`src/rtl/assert_macros.svh`:
```
// ---------------------------------------------------------------------------
// Assertion macros for the RTL
// ---------------------------------------------------------------------------
`ifndef ASSERT_MACROS_SVH
`define ASSERT_MACROS_SVH

// Property checked on every rising edge, ignored while in reset.
`define ASSERT_ALWAYS(label, clk, rst_n, prop) \
	label: assert property (@(posedge clk) disable iff (!rst_n) (prop)) \
		else $error("assertion failed");

// Same-cycle implication, ignored while in reset.
`define ASSERT_IMPLIES(label, clk, rst_n, ante, cons) \
	label: assert property (@(posedge clk) disable iff (!rst_n) (ante) |-> (cons)) \
		else $error("assertion failed");

// Next-cycle implication, ignored while in reset.
`define ASSERT_NEXT(label, clk, rst_n, ante, cons) \
	label: assert property (@(posedge clk) disable iff (!rst_n) (ante) |=> (cons)) \
		else $error("assertion failed");

`endif

```
`src/rtl/ccm_pkg.sv`:
```
// ---------------------------------------------------------------------------
// ccm_pkg
// Types and constants of the colour correction matrix block.
// ---------------------------------------------------------------------------
package ccm_pkg;

	localparam int PIX_W              = 8;
	localparam int PIX_MAX            = 255;
	localparam int COEFF_W            = 16;
	localparam int ROW_W              = 3 * COEFF_W;
	localparam int OFFS_W             = 18;
	localparam int OFFS_ALL_W         = 3 * OFFS_W;
	localparam int OFFS_FRAC_BITS     = 8;
	localparam int COEFF_FRAC_DEF     = 12;
	localparam int COEFF_FRAC_MAX     = 14;
	localparam int PROD_W             = COEFF_W + PIX_W + 1;
	localparam int ACC_W              = 28;
	// clamped raw channel value, 0 .. 255 * 2^F
	localparam int RAW_W              = PIX_W + COEFF_FRAC_MAX;
	localparam int SUM_W              = RAW_W + 2;
	// rounded sum over 2^(F+1), at most 766
	localparam int Q_W                = 10;
	// x / 3 as (x * 683) >> 11, exact for x below 1024
	localparam int DIV3_MUL           = 683;
	localparam int DIV3_SHIFT         = 11;
	localparam int DIV3_MUL_W         = 11;
	localparam int CFG_IDX_W          = 3;
	localparam int CFG_DATA_W         = 54;
	localparam int NSTG               = 5;

	typedef enum logic [CFG_IDX_W-1:0] {
		REG_ROW_RED   = 3'd0,
		REG_ROW_GREEN = 3'd1,
		REG_ROW_BLUE  = 3'd2,
		REG_OFFSETS   = 3'd3,
		REG_GRAY_MODE = 3'd4
	} cfg_reg_t;

	// per-stage load enables of the pipeline
	typedef struct packed {
		logic en_s1;
		logic en_s2;
		logic en_s3;
		logic en_s4;
		logic en_s5;
	} pipe_ctl_t;

endpackage

```
`src/rtl/ccm_pix_in_if.sv`:
```
// ---------------------------------------------------------------------------
// ccm_pix_in_if
// Input pixel channel: valid/ready with one RGB word.
// ---------------------------------------------------------------------------
interface ccm_pix_in_if;
	import ccm_pkg::*;

	logic             valid;
	logic             ready;
	logic [PIX_W-1:0] in_r;
	logic [PIX_W-1:0] in_g;
	logic [PIX_W-1:0] in_b;

	modport source (output valid, output in_r, output in_g, output in_b, input ready);
	modport sink   (input valid, input in_r, input in_g, input in_b, output ready);
endinterface

```
`src/rtl/ccm_pix_out_if.sv`:
```
// ---------------------------------------------------------------------------
// ccm_pix_out_if
// Output pixel channel: valid/ready with one corrected RGB word.
// ---------------------------------------------------------------------------
interface ccm_pix_out_if;
	import ccm_pkg::*;

	logic             valid;
	logic             ready;
	logic [PIX_W-1:0] out_r;
	logic [PIX_W-1:0] out_g;
	logic [PIX_W-1:0] out_b;

	modport source (output valid, output out_r, output out_g, output out_b, input ready);
	modport sink   (input valid, input out_r, input out_g, input out_b, output ready);
endinterface

```
`src/rtl/ccm_cfg_if.sv`:
```
// ---------------------------------------------------------------------------
// ccm_cfg_if
// Register write channel: valid/ready with index and data.
// ---------------------------------------------------------------------------
interface ccm_cfg_if;
	import ccm_pkg::*;

	logic                  valid;
	logic                  ready;
	logic [CFG_IDX_W-1:0]  index;
	logic [CFG_DATA_W-1:0] data;

	modport source (output valid, output index, output data, input ready);
	modport sink   (input valid, input index, input data, output ready);
endinterface

```
`src/rtl/ccm_lane.sv`:
```
// ---------------------------------------------------------------------------
// ccm_lane
// One output channel: row dot product plus offset, then round/saturate and
// raw clamp.
// ---------------------------------------------------------------------------
module ccm_lane #(
	parameter int COEFF_FRAC_BITS = ccm_pkg::COEFF_FRAC_DEF
) (
	input  logic                            clk,
	input  ccm_pkg::pipe_ctl_t              ctl,
	input  logic                            gray,
	input  logic [ccm_pkg::PIX_W-1:0]       pix_r,
	input  logic [ccm_pkg::PIX_W-1:0]       pix_g,
	input  logic [ccm_pkg::PIX_W-1:0]       pix_b,
	input  logic [ccm_pkg::ROW_W-1:0]       row,
	input  logic [ccm_pkg::OFFS_W-1:0]      offset,
	output logic [ccm_pkg::PIX_W-1:0]       sat_s3,
	output logic [ccm_pkg::RAW_W-1:0]       raw_s3
);
	import ccm_pkg::*;

	localparam logic signed [ACC_W:0] HALF =
		(ACC_W + 1)'(1) << (COEFF_FRAC_BITS - 1);
	localparam logic signed [ACC_W-1:0] RAW_TOP =
		ACC_W'(PIX_MAX) << COEFF_FRAC_BITS;

	logic [PIX_W-1:0]         p1, p2;
	logic signed [PROD_W-1:0] prod0_s1, prod1_s1, prod2_s1;
	logic signed [ACC_W-1:0]  offs_s1;
	logic signed [ACC_W-1:0]  acc_s2;
	logic signed [ACC_W:0]    rnd;
	logic signed [ACC_W:0]    shr;
	logic [PIX_W-1:0]         sat_d;
	logic [RAW_W-1:0]         raw_d;

	// gray value drives all three coefficient columns
	assign p1 = gray ? pix_r : pix_g;
	assign p2 = gray ? pix_r : pix_b;

	always_ff @(posedge clk) begin
		if (ctl.en_s1) begin
			prod0_s1 <= $signed(row[COEFF_W-1:0]) * $signed({1'b0, pix_r});
			prod1_s1 <= $signed(row[2*COEFF_W-1:COEFF_W]) * $signed({1'b0, p1});
			prod2_s1 <= $signed(row[3*COEFF_W-1:2*COEFF_W]) * $signed({1'b0, p2});
			offs_s1  <= $signed({{(ACC_W - OFFS_W){offset[OFFS_W-1]}}, offset})
				<<< (COEFF_FRAC_BITS - OFFS_FRAC_BITS);
		end
	end

	always_ff @(posedge clk) begin
		if (ctl.en_s2) begin
			acc_s2 <= ACC_W'(prod0_s1) + ACC_W'(prod1_s1) + ACC_W'(prod2_s1) + offs_s1;
		end
	end

	always_comb begin
		rnd = {acc_s2[ACC_W-1], acc_s2} + HALF;
		shr = rnd >>> COEFF_FRAC_BITS;
		if (rnd[ACC_W])
			sat_d = '0;
		else if (shr > (ACC_W + 1)'(PIX_MAX))
			sat_d = PIX_W'(PIX_MAX);
		else
			sat_d = shr[PIX_W-1:0];

		if (acc_s2[ACC_W-1])
			raw_d = '0;
		else if (acc_s2 > RAW_TOP)
			raw_d = RAW_TOP[RAW_W-1:0];
		else
			raw_d = acc_s2[RAW_W-1:0];
	end

	always_ff @(posedge clk) begin
		if (ctl.en_s3) begin
			sat_s3 <= sat_d;
			raw_s3 <= raw_d;
		end
	end
endmodule

```
`src/rtl/ccm_merge.sv`:
```
// ---------------------------------------------------------------------------
// ccm_merge
// Combines the three lanes: passes colour results or forms the gray average.
// ---------------------------------------------------------------------------
module ccm_merge #(
	parameter int COEFF_FRAC_BITS = ccm_pkg::COEFF_FRAC_DEF
) (
	input  logic                      clk,
	input  ccm_pkg::pipe_ctl_t        ctl,
	input  logic                      gray,
	input  logic [ccm_pkg::PIX_W-1:0] sat_r,
	input  logic [ccm_pkg::PIX_W-1:0] sat_g,
	input  logic [ccm_pkg::PIX_W-1:0] sat_b,
	input  logic [ccm_pkg::RAW_W-1:0] raw_r,
	input  logic [ccm_pkg::RAW_W-1:0] raw_g,
	input  logic [ccm_pkg::RAW_W-1:0] raw_b,
	output logic [ccm_pkg::PIX_W-1:0] out_r_s5,
	output logic [ccm_pkg::PIX_W-1:0] out_g_s5,
	output logic [ccm_pkg::PIX_W-1:0] out_b_s5
);
	import ccm_pkg::*;

	localparam int NUM_W = SUM_W + 1;
	localparam logic [NUM_W-1:0] THREE_HALF_UNIT = NUM_W'(3) << COEFF_FRAC_BITS;
	localparam int QM_W = Q_W + DIV3_MUL_W;

	logic [SUM_W-1:0] sum;
	logic [NUM_W-1:0] num;
	logic [NUM_W-1:0] num_shr;
	logic [Q_W-1:0]   q_s4;
	logic [PIX_W-1:0] sat_r_s4, sat_g_s4, sat_b_s4;
	logic [QM_W-1:0]  qm;
	logic [QM_W-1:0]  avg;
	logic [PIX_W-1:0] avg_sat;

	// (2S + 3U) / (6U) = ((2S + 3U) >> (F+1)) / 3
	always_comb begin
		sum     = SUM_W'(raw_r) + SUM_W'(raw_g) + SUM_W'(raw_b);
		num     = {sum, 1'b0} + THREE_HALF_UNIT;
		num_shr = num >> (COEFF_FRAC_BITS + 1);
	end

	always_ff @(posedge clk) begin
		if (ctl.en_s4) begin
			q_s4     <= num_shr[Q_W-1:0];
			sat_r_s4 <= sat_r;
			sat_g_s4 <= sat_g;
			sat_b_s4 <= sat_b;
		end
	end

	always_comb begin
		qm  = QM_W'(q_s4) * QM_W'(DIV3_MUL);
		avg = qm >> DIV3_SHIFT;
		if (avg > QM_W'(PIX_MAX))
			avg_sat = PIX_W'(PIX_MAX);
		else
			avg_sat = avg[PIX_W-1:0];
	end

	always_ff @(posedge clk) begin
		if (ctl.en_s5) begin
			if (gray) begin
				out_r_s5 <= avg_sat;
				out_g_s5 <= '0;
				out_b_s5 <= '0;
			end else begin
				out_r_s5 <= sat_r_s4;
				out_g_s5 <= sat_g_s4;
				out_b_s5 <= sat_b_s4;
			end
		end
	end
endmodule

```
`src/rtl/color_correction_matrix_apply.sv`:
```
// ---------------------------------------------------------------------------
// color_correction_matrix_apply
// 3x3 colour correction with per-channel offset, rounding and saturation,
// plus a gray averaging mode.
// ---------------------------------------------------------------------------
//  channel   dir  word                         accepted when
//  pix_in    in   in_r, in_g, in_b             valid && ready
//  pix_out   out  out_r, out_g, out_b          valid && ready
//  cfg       in   index, data (register write) valid && ready (ready is 1)
//
//  One pixel per clock while pix_out.ready holds high; five pipeline registers (products,
//  accumulate, round/clamp, gray sum, output) carry each accepted word to pix_out.
//  Three lanes, one per output channel, each with three 16x9 multipliers.
//  Each stage loads when empty or when the next one moves, so bubbles close
//  up under an output stall; pix_in.ready falls only when all stages are full.
//  Reset restores identity coefficients, zero offsets and colour mode.
// ---------------------------------------------------------------------------
`include "assert_macros.svh"

module color_correction_matrix_apply #(
	parameter int COEFF_FRAC_BITS = ccm_pkg::COEFF_FRAC_DEF
) (
	input  logic     clk,
	input  logic     arst_n,
	ccm_pix_in_if.sink    pix_in,
	ccm_pix_out_if.source pix_out,
	ccm_cfg_if.sink       cfg
);
	import ccm_pkg::*;

	localparam logic [ROW_W-1:0] ONE_R = ROW_W'(1) << COEFF_FRAC_BITS;
	localparam logic [ROW_W-1:0] ONE_G = ROW_W'(1) << (COEFF_W + COEFF_FRAC_BITS);
	localparam logic [ROW_W-1:0] ONE_B = ROW_W'(1) << (2 * COEFF_W + COEFF_FRAC_BITS);

	logic [ROW_W-1:0]      row_r_q, row_g_q, row_b_q;
	logic [OFFS_ALL_W-1:0] offs_q;
	logic                  gray_q;
	logic [NSTG-1:0]       v_q;
	logic [NSTG-1:0]       adv;
	pipe_ctl_t             ctl;
	logic [PIX_W-1:0]      sat_r, sat_g, sat_b;
	logic [RAW_W-1:0]      raw_r, raw_g, raw_b;

	// register file
	assign cfg.ready = 1'b1;

	always_ff @(posedge clk or negedge arst_n) begin
		if (!arst_n) begin
			row_r_q <= ONE_R;
			row_g_q <= ONE_G;
			row_b_q <= ONE_B;
			offs_q  <= '0;
			gray_q  <= 1'b0;
		end else if (cfg.valid) begin
			unique case (cfg_reg_t'(cfg.index))
				REG_ROW_RED:   row_r_q <= cfg.data[ROW_W-1:0];
				REG_ROW_GREEN: row_g_q <= cfg.data[ROW_W-1:0];
				REG_ROW_BLUE:  row_b_q <= cfg.data[ROW_W-1:0];
				REG_OFFSETS:   offs_q  <= cfg.data[OFFS_ALL_W-1:0];
				REG_GRAY_MODE: gray_q  <= cfg.data[0];
				default: ;
			endcase
		end
	end

	// pipeline occupancy; a stage moves if empty or its successor moves
	always_comb begin
		adv[NSTG-1] = !v_q[NSTG-1] || pix_out.ready;
		for (int k = NSTG - 2; k >= 0; k--)
			adv[k] = !v_q[k] || adv[k+1];
	end

	assign ctl.en_s1 = adv[0];
	assign ctl.en_s2 = adv[1];
	assign ctl.en_s3 = adv[2];
	assign ctl.en_s4 = adv[3];
	assign ctl.en_s5 = adv[4];

	always_ff @(posedge clk or negedge arst_n) begin
		if (!arst_n) begin
			v_q <= '0;
		end else begin
			if (adv[0])
				v_q[0] <= pix_in.valid;
			for (int k = 1; k < NSTG; k++)
				if (adv[k])
					v_q[k] <= v_q[k-1];
		end
	end

	assign pix_in.ready  = adv[0];
	assign pix_out.valid = v_q[NSTG-1];

	ccm_lane #(.COEFF_FRAC_BITS(COEFF_FRAC_BITS)) u_lane_r (
		.clk    (clk),
		.ctl    (ctl),
		.gray   (gray_q),
		.pix_r  (pix_in.in_r),
		.pix_g  (pix_in.in_g),
		.pix_b  (pix_in.in_b),
		.row    (row_r_q),
		.offset (offs_q[OFFS_W-1:0]),
		.sat_s3 (sat_r),
		.raw_s3 (raw_r)
	);

	ccm_lane #(.COEFF_FRAC_BITS(COEFF_FRAC_BITS)) u_lane_g (
		.clk    (clk),
		.ctl    (ctl),
		.gray   (gray_q),
		.pix_r  (pix_in.in_r),
		.pix_g  (pix_in.in_g),
		.pix_b  (pix_in.in_b),
		.row    (row_g_q),
		.offset (offs_q[2*OFFS_W-1:OFFS_W]),
		.sat_s3 (sat_g),
		.raw_s3 (raw_g)
	);

	ccm_lane #(.COEFF_FRAC_BITS(COEFF_FRAC_BITS)) u_lane_b (
		.clk    (clk),
		.ctl    (ctl),
		.gray   (gray_q),
		.pix_r  (pix_in.in_r),
		.pix_g  (pix_in.in_g),
		.pix_b  (pix_in.in_b),
		.row    (row_b_q),
		.offset (offs_q[3*OFFS_W-1:2*OFFS_W]),
		.sat_s3 (sat_b),
		.raw_s3 (raw_b)
	);

	ccm_merge #(.COEFF_FRAC_BITS(COEFF_FRAC_BITS)) u_merge (
		.clk      (clk),
		.ctl      (ctl),
		.gray     (gray_q),
		.sat_r    (sat_r),
		.sat_g    (sat_g),
		.sat_b    (sat_b),
		.raw_r    (raw_r),
		.raw_g    (raw_g),
		.raw_b    (raw_b),
		.out_r_s5 (pix_out.out_r),
		.out_g_s5 (pix_out.out_g),
		.out_b_s5 (pix_out.out_b)
	);

	// an accepted word is always in the first stage next cycle
	`ASSERT_NEXT(a_accept_fills_s1, clk, arst_n, pix_in.valid && pix_in.ready, v_q[0])
	// input is refused only when every stage is full and the output stalls
	`ASSERT_IMPLIES(a_ready_when_room, clk, arst_n, !pix_in.ready, (&v_q) && !pix_out.ready)
	// gray results carry zero on the green and blue fields
	`ASSERT_IMPLIES(a_gray_zero_gb, clk, arst_n, pix_out.valid && gray_q,
		pix_out.out_g == '0 && pix_out.out_b == '0)
endmodule
```
`src/flat_wrapper.sv`:
```
// flat-port wrapper written by rule: the top's interface ports become plain ports
module color_correction_matrix_apply_flat import ccm_pkg::*;
#(
	parameter int COEFF_FRAC_BITS = ccm_pkg::COEFF_FRAC_DEF
)
  (clk, arst_n, pix_in_valid, pix_in_in_r, pix_in_in_g, pix_in_in_b, pix_in_ready, pix_out_valid, pix_out_out_r, pix_out_out_g, pix_out_out_b, pix_out_ready, cfg_valid, cfg_index, cfg_data, cfg_ready);
  ccm_pix_in_if pix_in_i ();
  ccm_pix_out_if pix_out_i ();
  ccm_cfg_if cfg_i ();
  input  logic clk;
  input  logic arst_n;
  input wire logic [$bits(pix_in_i.valid)-1:0] pix_in_valid;
  input wire logic [$bits(pix_in_i.in_r)-1:0] pix_in_in_r;
  input wire logic [$bits(pix_in_i.in_g)-1:0] pix_in_in_g;
  input wire logic [$bits(pix_in_i.in_b)-1:0] pix_in_in_b;
  output wire logic [$bits(pix_in_i.ready)-1:0] pix_in_ready;
  output wire logic [$bits(pix_out_i.valid)-1:0] pix_out_valid;
  output wire logic [$bits(pix_out_i.out_r)-1:0] pix_out_out_r;
  output wire logic [$bits(pix_out_i.out_g)-1:0] pix_out_out_g;
  output wire logic [$bits(pix_out_i.out_b)-1:0] pix_out_out_b;
  input wire logic [$bits(pix_out_i.ready)-1:0] pix_out_ready;
  input wire logic [$bits(cfg_i.valid)-1:0] cfg_valid;
  input wire logic [$bits(cfg_i.index)-1:0] cfg_index;
  input wire logic [$bits(cfg_i.data)-1:0] cfg_data;
  output wire logic [$bits(cfg_i.ready)-1:0] cfg_ready;
  assign pix_in_i.valid = pix_in_valid;
  assign pix_in_i.in_r = pix_in_in_r;
  assign pix_in_i.in_g = pix_in_in_g;
  assign pix_in_i.in_b = pix_in_in_b;
  assign pix_in_ready = pix_in_i.ready;
  assign pix_out_valid = pix_out_i.valid;
  assign pix_out_out_r = pix_out_i.out_r;
  assign pix_out_out_g = pix_out_i.out_g;
  assign pix_out_out_b = pix_out_i.out_b;
  assign pix_out_i.ready = pix_out_ready;
  assign cfg_i.valid = cfg_valid;
  assign cfg_i.index = cfg_index;
  assign cfg_i.data = cfg_data;
  assign cfg_ready = cfg_i.ready;
  color_correction_matrix_apply #(.COEFF_FRAC_BITS(COEFF_FRAC_BITS)) u_core (.clk(clk), .arst_n(arst_n), .pix_in(pix_in_i), .pix_out(pix_out_i), .cfg(cfg_i));
endmodule
```
`config.mk`:
```
export PLATFORM = sky130hd
export DESIGN_NAME = color_correction_matrix_apply_flat
export DESIGN_NICKNAME = d
export VERILOG_FILES = /design/src/rtl/ccm_pkg.sv /design/src/rtl/ccm_pix_in_if.sv /design/src/rtl/ccm_pix_out_if.sv /design/src/rtl/ccm_cfg_if.sv /design/src/rtl/ccm_lane.sv /design/src/rtl/ccm_merge.sv /design/src/rtl/color_correction_matrix_apply.sv /design/src/flat_wrapper.sv
export VERILOG_INCLUDE_DIRS = /design/src /design/src/rtl
export SDC_FILE = /design/constraint.sdc
export NUM_CORES = 2
export LEC_CHECK = 0
export BUFFER_PORTS_ARGS = -buffer_cell sky130_fd_sc_hd__buf_4
export CORE_MARGIN = 3
export CORE_UTILIZATION = 55
export DETAILED_ROUTE_END_ITERATION = 12
export GPL_TIMING_DRIVEN = 0
export PLACE_DENSITY = 0.73
export SETUP_SLACK_MARGIN = 0.05
export SYNTH_ARGS = -nofsm -noshare
export SYNTH_HDL_FRONTEND = slang
export SYNTH_HIERARCHICAL = 1
export SYNTH_SLANG_ARGS = --single-unit
```
`constraint.sdc`:
```
create_clock -name clk -period 21.3 [get_ports clk]
set_input_delay 2.13 -clock clk [delete_from_list [all_inputs] [get_ports clk]]
set_output_delay 2.13 -clock clk [all_outputs]
set_load 0.01 [all_outputs]
```
==> metrics.md <==
| Metric | Value |
|---|---|
| DRT met1 WL | `80000 um` |
| Top Layer Used | `met5` |
| Met2 routed WL | `90800 um` |
| CTS tree | `built` |
| Share of cells above drive strength 1 | `0.0697` |
| Crit path capture type | `flop` |
| RR Startpoint | `u_core/gray_q` |
| Critical path class | `in2reg` |
| #FFs+latches synth | `715` |
| Critical hold path startpoint | `u_core/u_lane_g/sat_s3[3]` |
| Worst slew pin tran | `1520 ps` |
| Fraction of registers with async set/reset | `0.285` |
| First-pass GRT wire length | `304000 um` |
| Worst EP required | `roughly 22000 ps` |
| Area Growth Syn to Fin | `8.48%` |
| Setup crit start | `pix_in_in_g[5]` |
| Hold crit path type | `reg2reg` |
| Top-count cell post-synth | `inv_1` |
| Final min period | `8530 ps` |
| Die Y-Extent | `380 um` |
| Relative slew slack | `-0.0211` |
| Worst r2r path cells | `19` |
| Fillers | `11.2k` |
| Max Fanout on Critical Path | `10` |
| Most frequent cells after synthesis | `inv_1 (1506), fa_1 (1104), nand2_1 (645)` |
| H-tree levels | `3` |
| Nature of the critical path startpoint | `input port` |
| Vias per cell | `5.49` |
| EDFF count, synth | `511` |
| Worst r2r dst | `u_core/u_lane_b/prod1_s1[23]` |
| Ranking of synthesized cells by area | `fa_1 (29%), edfxtp_1 (20%), ha_1 (10%)` |
| Seq/Total Area, Yosys | `0.267` |
| Routability congestion estimate | `0.969` |
| Ys flop type | `edfxtp_1` |
| Initial Utilization | `0.556` |
| Max-slew violation count | `8` |
| Crit path to | `u_core/u_lane_b/prod1_s1[23]` |
| Port bufs | `around 110` |
| Post-CTS Hold Buffers | `0` |
| Area fraction of the dominant cell type after synthesis | `0.288` |
| CTS sink count | `715` |
| Worst clock skew | `56.9 ps` |
| Synth Cell Area | `76700 sq um` |
| Routed WL | `193000 um` |
| Ports | `113` |
| Period utilisation layout | `0.400` |
| Mean area per synthesized cell | `10.5 sq um` |
| Ys Warns | `6` |
| GR Overflow Total | `0` |
| Critical path arrival | `8850 ps` |
| Post-DP HPWL | `roughly 160000 um` |
| Max Root-Sink Buffers | `3` |
| Clk_lat worst skew | `720 ps` |
| Clock slew seen by the registers of the worst setup and hold paths | `60 ps` |
| Post-CTS setup buffer count | `0` |
| All-Layer GR Usage | `0.273` |
| Vias in the first global route | `53.7k` |
| Rows | `approximately 140` |
| DR WL met3 | `14800 um` |
| Initial DRC Count | `3767` |
| Routed WL per cell | `20.5 um` |
| Biggest area consumer among synthesized cells | `fa_1` |
| Outcome | `complete, but fails checks` |
| Failing checks | `max-capacitance violations, max-slew violations` |
| CTS buffer count | `between 80 and 90` |
| Max-Cap Viols | `1` |
| Remaining antenna violation count | `0` |
| Hold Fails Final Rpt | `0` |
| Horiz. Die Dim | `380 um` |
| Fmax | `around 120 MHz` |
| Setup-failing EPs final | `0` |
| Synthesized netlist cell count | `7278` |
| Layout Nets | `9297` |
| Setup TNS | `0 ps` |
| RSZ-0062 raised after global routing | `false` |
| Detailed-route DRC error count | `0` |
| Root buf cell | `clkbuf_16` |
| Die area | `144000 sq um` |
| Core Area | `138000 sq um` |
| Cts repair resizes | `0` |
| Initial antenna violation count | `18` |
| Initial DRT Pass Iterations | `6` |
| R2R setup slack | `between 10000 and 15000 ps` |
| Vias after detailed routing | `just over 50k` |
| Synth unique cells | `approximately 110` |
| Largest net degree at the start of global routing | `approximately 100` |
-- cell type report --
cell class	instances	area, sq um	share of cell area
Antenna cell	6	15.0	0.000180
Tap cell	1863	2330	0.0280
Timing Repair Buffer	119	1090	0.0131
Clock buffer	114	2450	0.0295
Inverter	1506	5660	0.0679
Multi-Input combinational cell	4917	50000	0.601
Clock inverter	50	582	0.00699
Sequential cell	715	20500	0.246
Buffer	143	642	0.00771
-- metrics by stage --
step | cells | utilization | area (sq um) | worst slack (ps) | hold slack (ps)
final | 9433 | 0.603 | 83200 | 12770 | 413
after global routing | 9430 | 0.603 | 83200 | 12700 | 420
after global placement | 9252 | 0.579 | 79900 | 4260 | 405
after CTS | 9427 | 0.603 | 83200 | 12910 | 413
after detailed placement | 9263 | 0.581 | 80200 | 12330 | 405
after floorplan | 7281 | - | 76700 | 9690 | 400
-- cells in the final DEF (no fill, tap or decap), drive strengths merged, types with 101 or more instances in the layout --
master and n:
buf 147, ha 618, a21oi 259, inv 1517, dfrtp 201, nand2 645, a21o 101, edfxtp 511
xnor2 214, fa 1104, nor2 176, o21ai 148, clkbuf 229, mux2 199, and2 483, nor2b 235
-- routing by layer --
metal,GRT usage,up-vias
met2,0.440,1666
met4,0.103,2
li1,-,23700
met1,0.365,26100
met3,0.0550,312
met5,0,-
-- kinds of logic (layout without fill, tap and decap cells) --
group | after synthesis | after routing | share of synthesized area
and+or+nand+nor | 1871 | 1871 | 0.125
adders and majority gates | 1722 | 1722 | 0.389
buffers and inverters | 1649 | 1932 | 0.0820
AOI/OAI and AO/OA | 807 | 807 | 0.0699
DFF | 715 | 715 | 0.267
xor gates and xnor gates | 294 | 294 | 0.0338
muxes | 216 | 216 | 0.0334
other | 4 | 13 | 0.000196
-- registers in the layout, summed over array words and instances (netlist names), 28 cells and up --
register	flops
u_core/offs_q	54
u_core/row_b_q	48
u_core/row_g_q	48
u_core/row_r_q	48
u_core/u_lane_b/acc_s2	28
u_core/u_lane_g/acc_s2	28
u_core/u_lane_r/acc_s2	28
-- worst min path at each step --
stage | cells after the start | to | slack [ps]
2_1_floorplan | 0 | u_core/u_merge/sat_b_s4[0] | 400
3_3_place_gp | 0 | u_core/u_merge/sat_r_s4[4] | 410
3_5_place_dp | 0 | u_core/u_merge/sat_b_s4[3] | 410
4_1_cts | 0 | u_core/u_merge/sat_g_s4[3] | 410
5_1_grt | 0 | u_core/u_merge/sat_g_s4[3] | 420
6_report | 0 | u_core/u_merge/sat_g_s4[3] | 410
-- worst max-delay path: stages --
cell and delay, ps:
buf_4 160, inv_1 50, o21ai_0 1070, clkbuf_1 530
nand2_1 160, fa_1 550, inv_1 50, fa_1 480
fa_1 550, inv_1 60, fa_1 540, inv_1 40
ha_1 340, and3_1 240, a221oi_1 380, o21ai_0 170
o21ba_2 290, o21ai_1 120, o311ai_0 940
Power is left out: the tool's default activity adds up to more than one toggle a clock period on the data nets, which glitch-free logic cannot reach.
